==> config.mk <==
export PLATFORM = sky130hd
export DESIGN_NAME = arabic_contextual_shaper
export DESIGN_NICKNAME = d
export VERILOG_FILES = /design/src/sv/aracs_pkg.sv /design/src/sv/aracs_front.sv /design/src/sv/aracs_queue.sv /design/src/sv/aracs_back.sv /design/src/sv/arabic_contextual_shaper.sv
export SDC_FILE = /design/constraint.sdc
export NUM_CORES = 1
export LEC_CHECK = 0
export ABC_CLOCK_PERIOD_IN_PS = 5160
export BUFFER_PORTS_ARGS = -buffer_cell sky130_fd_sc_hd__buf_4
export CAP_MARGIN = 5
export CELL_PAD_IN_SITES_DETAIL_PLACEMENT = 1
export CELL_PAD_IN_SITES_GLOBAL_PLACEMENT = 1
export CORE_MARGIN = 10
export CORE_UTILIZATION = 52
export CTS_CLUSTER_DIAMETER = 40
export DETAILED_ROUTE_END_ITERATION = 10
export GPL_TIMING_DRIVEN = 0
export MAX_ROUTING_LAYER = met4
export PLACE_DENSITY_LB_ADDON = 0.1
export SYNTH_ARGS = -nofsm -noshare
export SYNTH_HDL_FRONTEND = slang
export SYNTH_SLANG_ARGS = --single-unit
==> constraint.sdc <==
create_clock -name clk -period 5.16 [get_ports clk]
set_input_delay 0.774 -clock clk [delete_from_list [all_inputs] [get_ports clk]]
set_output_delay 0.774 -clock clk [all_outputs]
set_load 0.005 [all_outputs]
==> src/sv/aracs_pkg.sv <==
package aracs_pkg;

    localparam int MARK_DEPTH_DEF = 8;
    localparam int MARK_DEPTH_MAX = 32;
    // Widths of the mark index and count fields in a command, sized for the largest buffer.
    localparam int MARK_IDX_W     = $clog2(MARK_DEPTH_MAX);
    localparam int MARK_CNT_W     = $clog2(MARK_DEPTH_MAX + 1);
    localparam int CP_W           = 21;

    localparam logic [CP_W-1:0] CP_LAM     = 21'h000644;
    localparam logic [CP_W-1:0] CP_TATWEEL = 21'h000640;
    localparam logic [CP_W-1:0] CP_ALEF_MADDA = 21'h000622;
    localparam logic [CP_W-1:0] CP_ALEF_HAMZA_ABOVE = 21'h000623;
    localparam logic [CP_W-1:0] CP_ALEF_HAMZA_BELOW = 21'h000625;
    localparam logic [CP_W-1:0] CP_ALEF = 21'h000627;

    typedef struct packed {
        logic [CP_W-1:0] code_point;
        logic            text_end;
    } item_word_t;

    typedef struct packed {
        logic [CP_W-1:0] shaped_code;
        logic            run_last;
        logic            text_last;
        logic            mark_overflow;
    } result_word_t;

    typedef struct packed {
        logic        hit;
        logic        jf;
        logic        jb;
        logic [15:0] iso;
        logic [15:0] ini;
        logic [15:0] med;
        logic [15:0] fin;
    } form_t;

    // One command per accepted item: an optional mark store, then the results in order
    // first code, held marks, tail code, last code.
    typedef struct packed {
        logic                  store;
        logic [MARK_IDX_W-1:0] store_idx;
        logic [15:0]           store_data;
        logic                  has_a;
        logic [CP_W-1:0]       code_a;
        logic [MARK_CNT_W-1:0] n_marks;
        logic                  has_b;
        logic [CP_W-1:0]       code_b;
        logic                  has_c;
        logic [CP_W-1:0]       code_c;
        logic                  overflow;
        logic                  text_end;
    } cmd_t;

    function automatic form_t make_form(input logic [15:0] iso, input logic [15:0] ini,
                                        input logic [15:0] med, input logic [15:0] fin);
        form_t f;
        f.hit = 1'b1;
        f.iso = iso;
        f.ini = ini;
        f.med = med;
        f.fin = fin;
        f.jf  = (ini != 16'h0) || (med != 16'h0);
        f.jb  = (med != 16'h0) || (fin != 16'h0);
        return f;
    endfunction

    function automatic form_t form_lookup(input logic [CP_W-1:0] cp);
        form_t f;
        f = '0;
        case (cp)
            21'h0621: f = make_form(16'hFE80, 16'h0, 16'h0, 16'h0);
            21'h0622: f = make_form(16'hFE81, 16'h0, 16'h0, 16'hFE82);
            21'h0623: f = make_form(16'hFE83, 16'h0, 16'h0, 16'hFE84);
            21'h0624: f = make_form(16'hFE85, 16'h0, 16'h0, 16'hFE86);
            21'h0625: f = make_form(16'hFE87, 16'h0, 16'h0, 16'hFE88);
            21'h0626: f = make_form(16'hFE89, 16'hFE8B, 16'hFE8C, 16'hFE8A);
            21'h0627: f = make_form(16'hFE8D, 16'h0, 16'h0, 16'hFE8E);
            21'h0628: f = make_form(16'hFE8F, 16'hFE91, 16'hFE92, 16'hFE90);
            21'h0629: f = make_form(16'hFE93, 16'h0, 16'h0, 16'hFE94);
            21'h062A: f = make_form(16'hFE95, 16'hFE97, 16'hFE98, 16'hFE96);
            21'h062B: f = make_form(16'hFE99, 16'hFE9B, 16'hFE9C, 16'hFE9A);
            21'h062C: f = make_form(16'hFE9D, 16'hFE9F, 16'hFEA0, 16'hFE9E);
            21'h062D: f = make_form(16'hFEA1, 16'hFEA3, 16'hFEA4, 16'hFEA2);
            21'h062E: f = make_form(16'hFEA5, 16'hFEA7, 16'hFEA8, 16'hFEA6);
            21'h062F: f = make_form(16'hFEA9, 16'h0, 16'h0, 16'hFEAA);
            21'h0630: f = make_form(16'hFEAB, 16'h0, 16'h0, 16'hFEAC);
            21'h0631: f = make_form(16'hFEAD, 16'h0, 16'h0, 16'hFEAE);
            21'h0632: f = make_form(16'hFEAF, 16'h0, 16'h0, 16'hFEB0);
            21'h0633: f = make_form(16'hFEB1, 16'hFEB3, 16'hFEB4, 16'hFEB2);
            21'h0634: f = make_form(16'hFEB5, 16'hFEB7, 16'hFEB8, 16'hFEB6);
            21'h0635: f = make_form(16'hFEB9, 16'hFEBB, 16'hFEBC, 16'hFEBA);
            21'h0636: f = make_form(16'hFEBD, 16'hFEBF, 16'hFEC0, 16'hFEBE);
            21'h0637: f = make_form(16'hFEC1, 16'hFEC3, 16'hFEC4, 16'hFEC2);
            21'h0638: f = make_form(16'hFEC5, 16'hFEC7, 16'hFEC8, 16'hFEC6);
            21'h0639: f = make_form(16'hFEC9, 16'hFECB, 16'hFECC, 16'hFECA);
            21'h063A: f = make_form(16'hFECD, 16'hFECF, 16'hFED0, 16'hFECE);
            21'h0640:
            begin
                // Tatweel keeps its own code but joins on both sides.
                f    = make_form(16'h0640, 16'h0, 16'h0, 16'h0);
                f.jf = 1'b1;
                f.jb = 1'b1;
            end
            21'h0641: f = make_form(16'hFED1, 16'hFED3, 16'hFED4, 16'hFED2);
            21'h0642: f = make_form(16'hFED5, 16'hFED7, 16'hFED8, 16'hFED6);
            21'h0643: f = make_form(16'hFED9, 16'hFEDB, 16'hFEDC, 16'hFEDA);
            21'h0644: f = make_form(16'hFEDD, 16'hFEDF, 16'hFEE0, 16'hFEDE);
            21'h0645: f = make_form(16'hFEE1, 16'hFEE3, 16'hFEE4, 16'hFEE2);
            21'h0646: f = make_form(16'hFEE5, 16'hFEE7, 16'hFEE8, 16'hFEE6);
            21'h0647: f = make_form(16'hFEE9, 16'hFEEB, 16'hFEEC, 16'hFEEA);
            21'h0648: f = make_form(16'hFEED, 16'h0, 16'h0, 16'hFEEE);
            21'h0649: f = make_form(16'hFEEF, 16'hFEF3, 16'hFEF4, 16'hFEF0);
            21'h064A: f = make_form(16'hFEF1, 16'hFEF3, 16'hFEF4, 16'hFEF2);
            21'h0679: f = make_form(16'hFB66, 16'hFB68, 16'hFB69, 16'hFB67);
            21'h067E: f = make_form(16'hFB56, 16'hFB58, 16'hFB59, 16'hFB57);
            21'h0686: f = make_form(16'hFB7A, 16'hFB7C, 16'hFB7D, 16'hFB7B);
            21'h0688: f = make_form(16'hFB88, 16'h0, 16'h0, 16'hFB89);
            21'h0691: f = make_form(16'hFB8C, 16'h0, 16'h0, 16'hFB8D);
            21'h0698: f = make_form(16'hFB8A, 16'h0, 16'h0, 16'hFB8B);
            21'h06A9: f = make_form(16'hFB8E, 16'hFB90, 16'hFB91, 16'hFB8F);
            21'h06AF: f = make_form(16'hFB92, 16'hFB94, 16'hFB95, 16'hFB93);
            21'h06BA: f = make_form(16'hFB9E, 16'hFEE7, 16'hFEE8, 16'hFB9F);
            21'h06BE: f = make_form(16'hFBAA, 16'hFBAC, 16'hFBAD, 16'hFBAB);
            21'h06C1: f = make_form(16'hFBA6, 16'hFBA8, 16'hFBA9, 16'hFBA7);
            21'h06CC: f = make_form(16'hFEEF, 16'hFEF3, 16'hFEF4, 16'hFEF0);
            default:  f = '0;
        endcase
        return f;
    endfunction

    function automatic logic is_mark(input logic [CP_W-1:0] cp);
        logic m;
        case (cp)
            21'h0610, 21'h0612, 21'h0613, 21'h0614, 21'h0615, 21'h064B, 21'h064C, 21'h064D,
            21'h064E, 21'h064F, 21'h0650, 21'h0651, 21'h0652, 21'h0653, 21'h0654, 21'h0655,
            21'h0656, 21'h0657, 21'h0658, 21'h0670, 21'h06D6, 21'h06D7, 21'h06D8, 21'h06D9,
            21'h06DA, 21'h06DB, 21'h06DC, 21'h06DF, 21'h06E0, 21'h06E1, 21'h06E2, 21'h06E3,
            21'h06E4, 21'h06E7, 21'h06E8, 21'h06EA, 21'h06EB, 21'h06EC, 21'h06ED:
                m = 1'b1;
            default:
                m = 1'b0;
        endcase
        return m;
    endfunction

    function automatic logic [CP_W-1:0] shape(input form_t f, input logic join_before,
                                              input logic after);
        logic [15:0] r;
        if (join_before && after && f.med != 16'h0)
            r = f.med;
        else if (join_before && f.fin != 16'h0)
            r = f.fin;
        else if (after && f.ini != 16'h0)
            r = f.ini;
        else
            r = f.iso;
        return {5'd0, r};
    endfunction

endpackage

==> src/sv/aracs_front.sv <==
module aracs_front #(
    parameter int MARK_DEPTH = aracs_pkg::MARK_DEPTH_DEF
) (
    input  logic                   clk,
    input  logic                   rst_n,
    input  logic                   item_valid,
    input  aracs_pkg::item_word_t  item,
    input  logic                   q_full,
    output logic                   q_push,
    output aracs_pkg::cmd_t        q_cmd
);
    import aracs_pkg::*;

    localparam int CNT_W = $clog2(MARK_DEPTH + 1);

    logic [15:0]      pend_letter_reg, pend_letter_next;
    logic             pend_valid_reg, pend_valid_next;
    logic             pend_jb_reg, pend_jb_next;
    logic             last_jf_reg, last_jf_next;
    logic [CNT_W-1:0] mark_cnt_reg, mark_cnt_next;

    logic [CP_W-1:0] cp;
    form_t           f_in;
    form_t           f_pend;
    logic            new_letter;
    logic [CP_W-1:0] lig;

    assign q_push = item_valid && !q_full;
    assign cp     = item.code_point;
    assign f_in   = form_lookup(cp);
    assign f_pend = form_lookup({5'd0, pend_letter_reg});

    always_comb
    begin
        case (cp)
            CP_ALEF_MADDA:       lig = 21'h00FEF5;
            CP_ALEF_HAMZA_ABOVE: lig = 21'h00FEF7;
            CP_ALEF_HAMZA_BELOW: lig = 21'h00FEF9;
            CP_ALEF:             lig = 21'h00FEFB;
            default:             lig = '0;
        endcase
    end

    always_comb
    begin
        q_cmd            = '0;
        q_cmd.store_idx  = MARK_IDX_W'(mark_cnt_reg);
        q_cmd.store_data = cp[15:0];
        q_cmd.text_end   = item.text_end;
        pend_letter_next = pend_letter_reg;
        pend_valid_next  = pend_valid_reg;
        pend_jb_next     = pend_jb_reg;
        last_jf_next     = last_jf_reg;
        mark_cnt_next    = mark_cnt_reg;
        new_letter       = 1'b0;

        if (is_mark(cp))
        begin
            if (pend_valid_reg)
            begin
                if (mark_cnt_reg == CNT_W'(MARK_DEPTH))
                begin
                    // Buffer full: cut the context and drain everything.
                    q_cmd.overflow  = 1'b1;
                    q_cmd.has_a     = 1'b1;
                    q_cmd.code_a    = shape(f_pend, pend_jb_reg, 1'b0);
                    q_cmd.n_marks   = MARK_CNT_W'(mark_cnt_reg);
                    q_cmd.has_b     = 1'b1;
                    q_cmd.code_b    = cp;
                    pend_valid_next = 1'b0;
                    mark_cnt_next   = '0;
                    last_jf_next    = 1'b0;
                end
                else
                begin
                    q_cmd.store   = 1'b1;
                    mark_cnt_next = mark_cnt_reg + CNT_W'(1);
                end
            end
            else
            begin
                q_cmd.has_b  = 1'b1;
                q_cmd.code_b = cp;
            end
        end
        else
        begin
            if (pend_valid_reg)
            begin
                q_cmd.has_a     = 1'b1;
                q_cmd.n_marks   = MARK_CNT_W'(mark_cnt_reg);
                pend_valid_next = 1'b0;
                mark_cnt_next   = '0;
                if ({5'd0, pend_letter_reg} == CP_LAM && lig != '0)
                begin
                    // Consume the alef into the ligature; step to the final form after a joiner.
                    q_cmd.code_a = lig + {20'd0, pend_jb_reg};
                    last_jf_next = 1'b0;
                end
                else
                begin
                    q_cmd.code_a = shape(f_pend, pend_jb_reg, f_in.jb);
                    new_letter   = 1'b1;
                end
            end
            else
            begin
                new_letter = 1'b1;
            end

            if (new_letter)
            begin
                if (f_in.hit)
                begin
                    pend_letter_next = cp[15:0];
                    pend_valid_next  = 1'b1;
                    pend_jb_next     = last_jf_reg;
                    mark_cnt_next    = '0;
                    last_jf_next     = f_in.jf;
                end
                else
                begin
                    q_cmd.has_b  = 1'b1;
                    q_cmd.code_b = cp;
                    last_jf_next = 1'b0;
                end
            end
        end

        if (item.text_end)
        begin
            if (pend_valid_next)
            begin
                if (q_cmd.has_a)
                begin
                    // Freshly held letter after a flush: no marks behind it yet.
                    q_cmd.has_c  = 1'b1;
                    q_cmd.code_c = shape(f_in, pend_jb_next, 1'b0);
                end
                else
                begin
                    q_cmd.has_a   = 1'b1;
                    q_cmd.code_a  = shape(new_letter ? f_in : f_pend, pend_jb_next, 1'b0);
                    q_cmd.n_marks = MARK_CNT_W'(mark_cnt_next);
                end
            end
            pend_valid_next = 1'b0;
            mark_cnt_next   = '0;
            last_jf_next    = 1'b0;
        end
    end

    always_ff @(posedge clk or negedge rst_n)
    begin
        if (!rst_n)
        begin
            pend_letter_reg <= '0;
            pend_valid_reg  <= 1'b0;
            pend_jb_reg     <= 1'b0;
            last_jf_reg     <= 1'b0;
            mark_cnt_reg    <= '0;
        end
        else if (q_push)
        begin
            pend_letter_reg <= pend_letter_next;
            pend_valid_reg  <= pend_valid_next;
            pend_jb_reg     <= pend_jb_next;
            last_jf_reg     <= last_jf_next;
            mark_cnt_reg    <= mark_cnt_next;
        end
    end

endmodule

==> src/sv/aracs_queue.sv <==
module aracs_queue (
    input  logic            clk,
    input  logic            rst_n,
    input  logic            push,
    input  aracs_pkg::cmd_t push_cmd,
    input  logic            pop,
    output aracs_pkg::cmd_t head_cmd,
    output logic            full,
    output logic            empty
);
    import aracs_pkg::*;

    cmd_t       slot_reg [2];
    logic       wr_ptr_reg, wr_ptr_next;
    logic       rd_ptr_reg, rd_ptr_next;
    logic [1:0] count_reg, count_next;

    assign full     = (count_reg == 2'd2);
    assign empty    = (count_reg == 2'd0);
    assign head_cmd = slot_reg[rd_ptr_reg];

    always_comb
    begin
        wr_ptr_next = push ? !wr_ptr_reg : wr_ptr_reg;
        rd_ptr_next = pop ? !rd_ptr_reg : rd_ptr_reg;
        count_next  = count_reg + {1'b0, push} - {1'b0, pop};
    end

    always_ff @(posedge clk)
    begin
        if (push)
            slot_reg[wr_ptr_reg] <= push_cmd;
    end

    always_ff @(posedge clk or negedge rst_n)
    begin
        if (!rst_n)
        begin
            wr_ptr_reg <= 1'b0;
            rd_ptr_reg <= 1'b0;
            count_reg  <= '0;
        end
        else
        begin
            wr_ptr_reg <= wr_ptr_next;
            rd_ptr_reg <= rd_ptr_next;
            count_reg  <= count_next;
        end
    end

endmodule

==> src/sv/aracs_back.sv <==
module aracs_back #(
    parameter int MARK_DEPTH = aracs_pkg::MARK_DEPTH_DEF
) (
    input  logic                    clk,
    input  logic                    rst_n,
    input  logic                    q_empty,
    input  aracs_pkg::cmd_t         head_cmd,
    output logic                    q_pop,
    output logic                    result_valid,
    input  logic                    result_stall,
    output aracs_pkg::result_word_t result
);
    import aracs_pkg::*;

    localparam int IDX_W = (MARK_DEPTH > 1) ? $clog2(MARK_DEPTH) : 1;

    logic [15:0]           mark_mem_reg [MARK_DEPTH];
    cmd_t                  cmd_reg, cmd_next;
    logic [IDX_W-1:0]      rd_idx_reg, rd_idx_next;
    result_word_t          res_reg, res_next;
    logic                  res_valid_reg, res_valid_next;

    logic busy;
    logic emit;

    assign busy         = cmd_reg.has_a || (cmd_reg.n_marks != '0) || cmd_reg.has_b
                          || cmd_reg.has_c;
    assign q_pop        = !busy && !q_empty;
    assign emit         = busy && (!res_valid_reg || !result_stall);
    assign result_valid = res_valid_reg;
    assign result       = res_reg;

    always_comb
    begin
        cmd_next       = cmd_reg;
        rd_idx_next    = rd_idx_reg;
        res_next       = res_reg;
        res_valid_next = res_valid_reg && result_stall;

        if (q_pop)
        begin
            cmd_next    = head_cmd;
            rd_idx_next = '0;
        end
        else if (emit)
        begin
            res_valid_next         = 1'b1;
            res_next.mark_overflow = cmd_reg.overflow;
            if (cmd_reg.has_a)
            begin
                res_next.shaped_code = cmd_reg.code_a;
                res_next.run_last    = (cmd_reg.n_marks == '0) && !cmd_reg.has_b
                                       && !cmd_reg.has_c;
                cmd_next.has_a       = 1'b0;
            end
            else if (cmd_reg.n_marks != '0)
            begin
                res_next.shaped_code = {5'd0, mark_mem_reg[rd_idx_reg]};
                res_next.run_last    = (cmd_reg.n_marks == MARK_CNT_W'(1)) && !cmd_reg.has_b
                                       && !cmd_reg.has_c;
                cmd_next.n_marks     = cmd_reg.n_marks - MARK_CNT_W'(1);
                rd_idx_next          = rd_idx_reg + IDX_W'(1);
            end
            else if (cmd_reg.has_b)
            begin
                res_next.shaped_code = cmd_reg.code_b;
                res_next.run_last    = !cmd_reg.has_c;
                cmd_next.has_b       = 1'b0;
            end
            else
            begin
                res_next.shaped_code = cmd_reg.code_c;
                res_next.run_last    = 1'b1;
                cmd_next.has_c       = 1'b0;
            end
            res_next.text_last = res_next.run_last && cmd_reg.text_end;
        end
    end

    // Store a held mark as its command is loaded, ahead of any read of it.
    always_ff @(posedge clk)
    begin
        if (q_pop && head_cmd.store)
            mark_mem_reg[head_cmd.store_idx[IDX_W-1:0]] <= head_cmd.store_data;
        res_reg <= res_next;
    end

    always_ff @(posedge clk or negedge rst_n)
    begin
        if (!rst_n)
        begin
            cmd_reg       <= '0;
            rd_idx_reg    <= '0;
            res_valid_reg <= 1'b0;
        end
        else
        begin
            cmd_reg       <= cmd_next;
            rd_idx_reg    <= rd_idx_next;
            res_valid_reg <= res_valid_next;
        end
    end

endmodule

==> src/sv/arabic_contextual_shaper.sv <==
// Arabic contextual shaper: takes one code point word at a time and returns the shaped
// stream. A front end classifies each word against the letter and mark tables, keeps the
// joining context and the held letter, and turns the word into one command; a two-entry
// command queue feeds the back end, which stores held marks in a small mark buffer and
// plays out the results of each command through a registered output stage. The back end
// loads a command only once the last one is played out, then gives one result per cycle
// while result_stall is low; a word gives up to MARK_DEPTH + 2 results. Words whose
// results are delayed (a held letter) produce nothing until the next non-mark word, a
// mark that overflows the buffer or text end; run_last marks the last result of a word.
module arabic_contextual_shaper #(
    parameter int MARK_DEPTH = aracs_pkg::MARK_DEPTH_DEF
) (
    input  logic                    clk,
    input  logic                    rst_n,
    input  logic                    item_valid,
    output logic                    item_stall,
    input  aracs_pkg::item_word_t   item,
    output logic                    result_valid,
    input  logic                    result_stall,
    output aracs_pkg::result_word_t result
);
    import aracs_pkg::*;

    logic q_push;
    logic q_pop;
    logic q_full;
    logic q_empty;
    cmd_t push_cmd;
    cmd_t head_cmd;

    // Hold the source while the command queue is full.
    assign item_stall = q_full;

    aracs_front #(
        .MARK_DEPTH (MARK_DEPTH)
    ) u_front (
        .clk        (clk),
        .rst_n      (rst_n),
        .item_valid (item_valid),
        .item       (item),
        .q_full     (q_full),
        .q_push     (q_push),
        .q_cmd      (push_cmd)
    );

    aracs_queue u_queue (
        .clk      (clk),
        .rst_n    (rst_n),
        .push     (q_push),
        .push_cmd (push_cmd),
        .pop      (q_pop),
        .head_cmd (head_cmd),
        .full     (q_full),
        .empty    (q_empty)
    );

    aracs_back #(
        .MARK_DEPTH (MARK_DEPTH)
    ) u_back (
        .clk          (clk),
        .rst_n        (rst_n),
        .q_empty      (q_empty),
        .head_cmd     (head_cmd),
        .q_pop        (q_pop),
        .result_valid (result_valid),
        .result_stall (result_stall),
        .result       (result)
    );

    // Text end only ever closes a word's run of results.
    a_text_last_run: assert property (@(posedge clk) disable iff (!rst_n)
        result_valid && result.text_last |-> result.run_last)
        else $error("text_last without run_last");

    // Never pop an empty queue.
    a_pop_nonempty: assert property (@(posedge clk) disable iff (!rst_n)
        q_pop |-> !q_empty)
        else $error("pop from empty command queue");

    // A word is taken into the queue only when room is there.
    a_push_room: assert property (@(posedge clk) disable iff (!rst_n)
        q_push |-> !q_full)
        else $error("push into full command queue");

endmodule

==> results.cfg <==
[synth]
synth_cells = 1644
synth_flop_cell = edfxtp_1
ys_seq_area_frac = 0.574
synth_top_family_by_area = simple AND/OR/NAND/NOR gates
synthArstFlopShare = 0.225
synth-seq-cells = 387
synthDistinctLibCells = 98
synth-edff-count = 300
syn_area_um2 = 19500
synth_area_per_cell_um2 = 11.9
yosysTopAreaCellShare = 0.462
synthSimpleGateAreaFrac = 0.153
muxShareOfSynthArea = 0.103
yosys-top-cells-area = edfxtp_1 46%, dfrtp_1 11%, mux2i_1 4.3%
netlist.top_cell.by_area = edfxtp_1
synth_warnings = 0
synthXorXnorAreaFrac = 0.00539
synth_compound_area_frac = 0.126
synthAdderAreaFrac = 0.00693
synthesis.nets = 1680

[worst_setup_path]
critPathRequiredTime_ns = 5.41
critPathLaunchType = input port
end_kind = flip-flop
critPathMaxFanout = 10
rrSetupSlack_ns = 0.28
slowest_stage = o21ai_0
crit_arrival_ns = 5.27
slowest_delay_ns = 0.99
path_class = input port to flip-flop
cp_cell_sequence = buf_4 -> clkbuf_1 -> nor2b_1 -> o2111ai_1 -> a21o_1 -> o211ai_1 -> nand2_1 -> o21ai_1 -> nand3_1 -> o21ai_0

[placement]
place.gp.congestion = 1.03
dp_hpwl_um = 50300
place_ws_ns = -0.241
numPortBuffers = 51
place_inst = 2176
place_area_um2 = 20700

[min_path]
worstHoldPathType = input port to async pin

[grt]
antenna_found_initial = 6
grt_overflow_total = 0
grt_pass1_wl_um = 107000
track_usage = 0.327
grt_max_degree = 88
first_global_vias = 16000

[die]
ios = 52
core_area_um2 = 36800
core.rowCount = 70
die_h_um = 214
die_width_um = 214
dieArea_um2 = 45600
initial_utilization = 0.530

[layout]
layout_commonest_cell = edfxtp_1
final_util = 0.612
final_cell_mix = 300 x edfxtp_1, 154 x nand2_1, 137 x o21ai_0
final_nets = 1797
area_growth_pct = 15.5
largest_reg_flops = 148
instances_no_fill = 2275
drive_above_1_share = 0.163
final_area_um2 = 22500

[timing]
fmaxAchievable_mhz = 199
slew-limit-headroom = 0.158
finalCritPeriodShare = 0.973
hold_viol = 0
hold_ws_ns = 0.113
period_needed_ns = 5.02
layout_setup_ws_ns = 0.137
fin_skew_ns = 0.0273
maxSlewViolCount = 0
final-setup-viol-count = 0
fin_setup_tns_ns = 0
rsz0062_at_grt = false
tightest_slew_ns = 1.23

[detailed_routing]
wl_per_cell_um = 31.6
dr_total_vias = 15500
via_per_inst = 6.81
wirelength_um = 71800
drt_first_pass_iters = 7
drcViolationCount = 0
antenna_left = 0
drt_iter0_drc = 1591

[clock_network]
cts_root_buffer = clkbuf_16
clock_path_buffers = 3
cts_buffers = 49
clock_latency_ns = 0.60
cts_tree = yes
clkTransAtPathRegs_ns = 0.06
cts_hold_repair.buffers = 0
cts_resized = 0
cts_sinks = 387
htree_num_levels = 2
post-cts-setup-buffers = 0

[power_and_ir_drop]
comb_power_share = 0.218
vdd_drop_max_mv = 0.391
powerDensity_nw_per_um2 = 443
power.internal_mw = 6.90
power.total_mw = 9.98
power_frac_clock = 0.360
leakagePower_nw = 7.98
p_sw_mw = 3.07
sw_frac_of_total = 0.308
seqPwrFrac = 0.422

[run]
max_cap_violations = 0

[outcome]
status = finished clean
[cell families (layout without fill, tap and decap cells)]
| family | after synthesis | count (layout) |
|---|---|---|
| flops | 387 | 387 |
| xor+xnor | 12 | 12 |
| other cells | 1 | 7 |
| mux | 155 | 155 |
| simple gates | 544 | 544 |
| buf+inv | 153 | 310 |
| compound gates | 381 | 381 |
| fa+ha+maj | 11 | 11 |
[power groups by stage]
stage	Combinational [mW]	Sequential, mW	Clock [mW]
after floorplan	1.21	4.20	0
after global placement	1.92	4.24	0
after detailed placement	2.10	4.24	0
after CTS	2.16	4.20	3.61
after global routing	2.30	4.24	3.77
final	2.18	4.21	3.59
[worst max-delay path: cells and delay by family]
kind | cells | cell delay (ns)
compound gates | 5 | 2.30
buf+inv | 2 | 0.91
simple gates | 3 | 1.26
[synthesized netlist by cell type, drive strengths merged, types with 27 or more instances]
master  number
edfxtp     300
dfrtp       87
mux4        32
buf         43
nand2      154
nor2        83
o21ai      145
nor3        46
clkbuf      82
a21oi       63
inv         27
and2        31
mux2i       84
nand3       38
mux2        39
[cell type report]
cell class	count	area, um^2
antenna	6	15.0
buffer	125	527
clock buffer	57	1290
clock inverter	34	438
fill	3713	14300
inverter	28	105
multi-input combinational	1104	7710
sequential	387	11200
tap	468	586
timing repair buffer	66	666
[layer usage]
layer,vias up,global-route usage,routed length [um]
met5,-,-,0
met3,182,0.0599,5340
met1,7942,0.391,27500
met2,786,0.531,35300
li1,6578,-,-
met4,0,0.157,3660
[final timing paths]
check                                            start                         end  depth (start not counted)
hold reg to reg                      u_back.cmd_reg[1]            u_back.result[0]                          0
max in group asynchronous                        rst_n  u_front.pend_letter_reg[9]                          2
setup reg to reg           u_front.pend_letter_reg[14]     u_queue.slot_reg[1][53]                          9
setup / recovery                               item[6]     u_queue.slot_reg[1][57]                         10
min in group clk                               item[5]     u_queue.slot_reg[1][78]                          1
hold / removal                                   rst_n        u_back.rd_idx_reg[2]                          1
No activity file was read; power rests on OpenSTA's default activity.
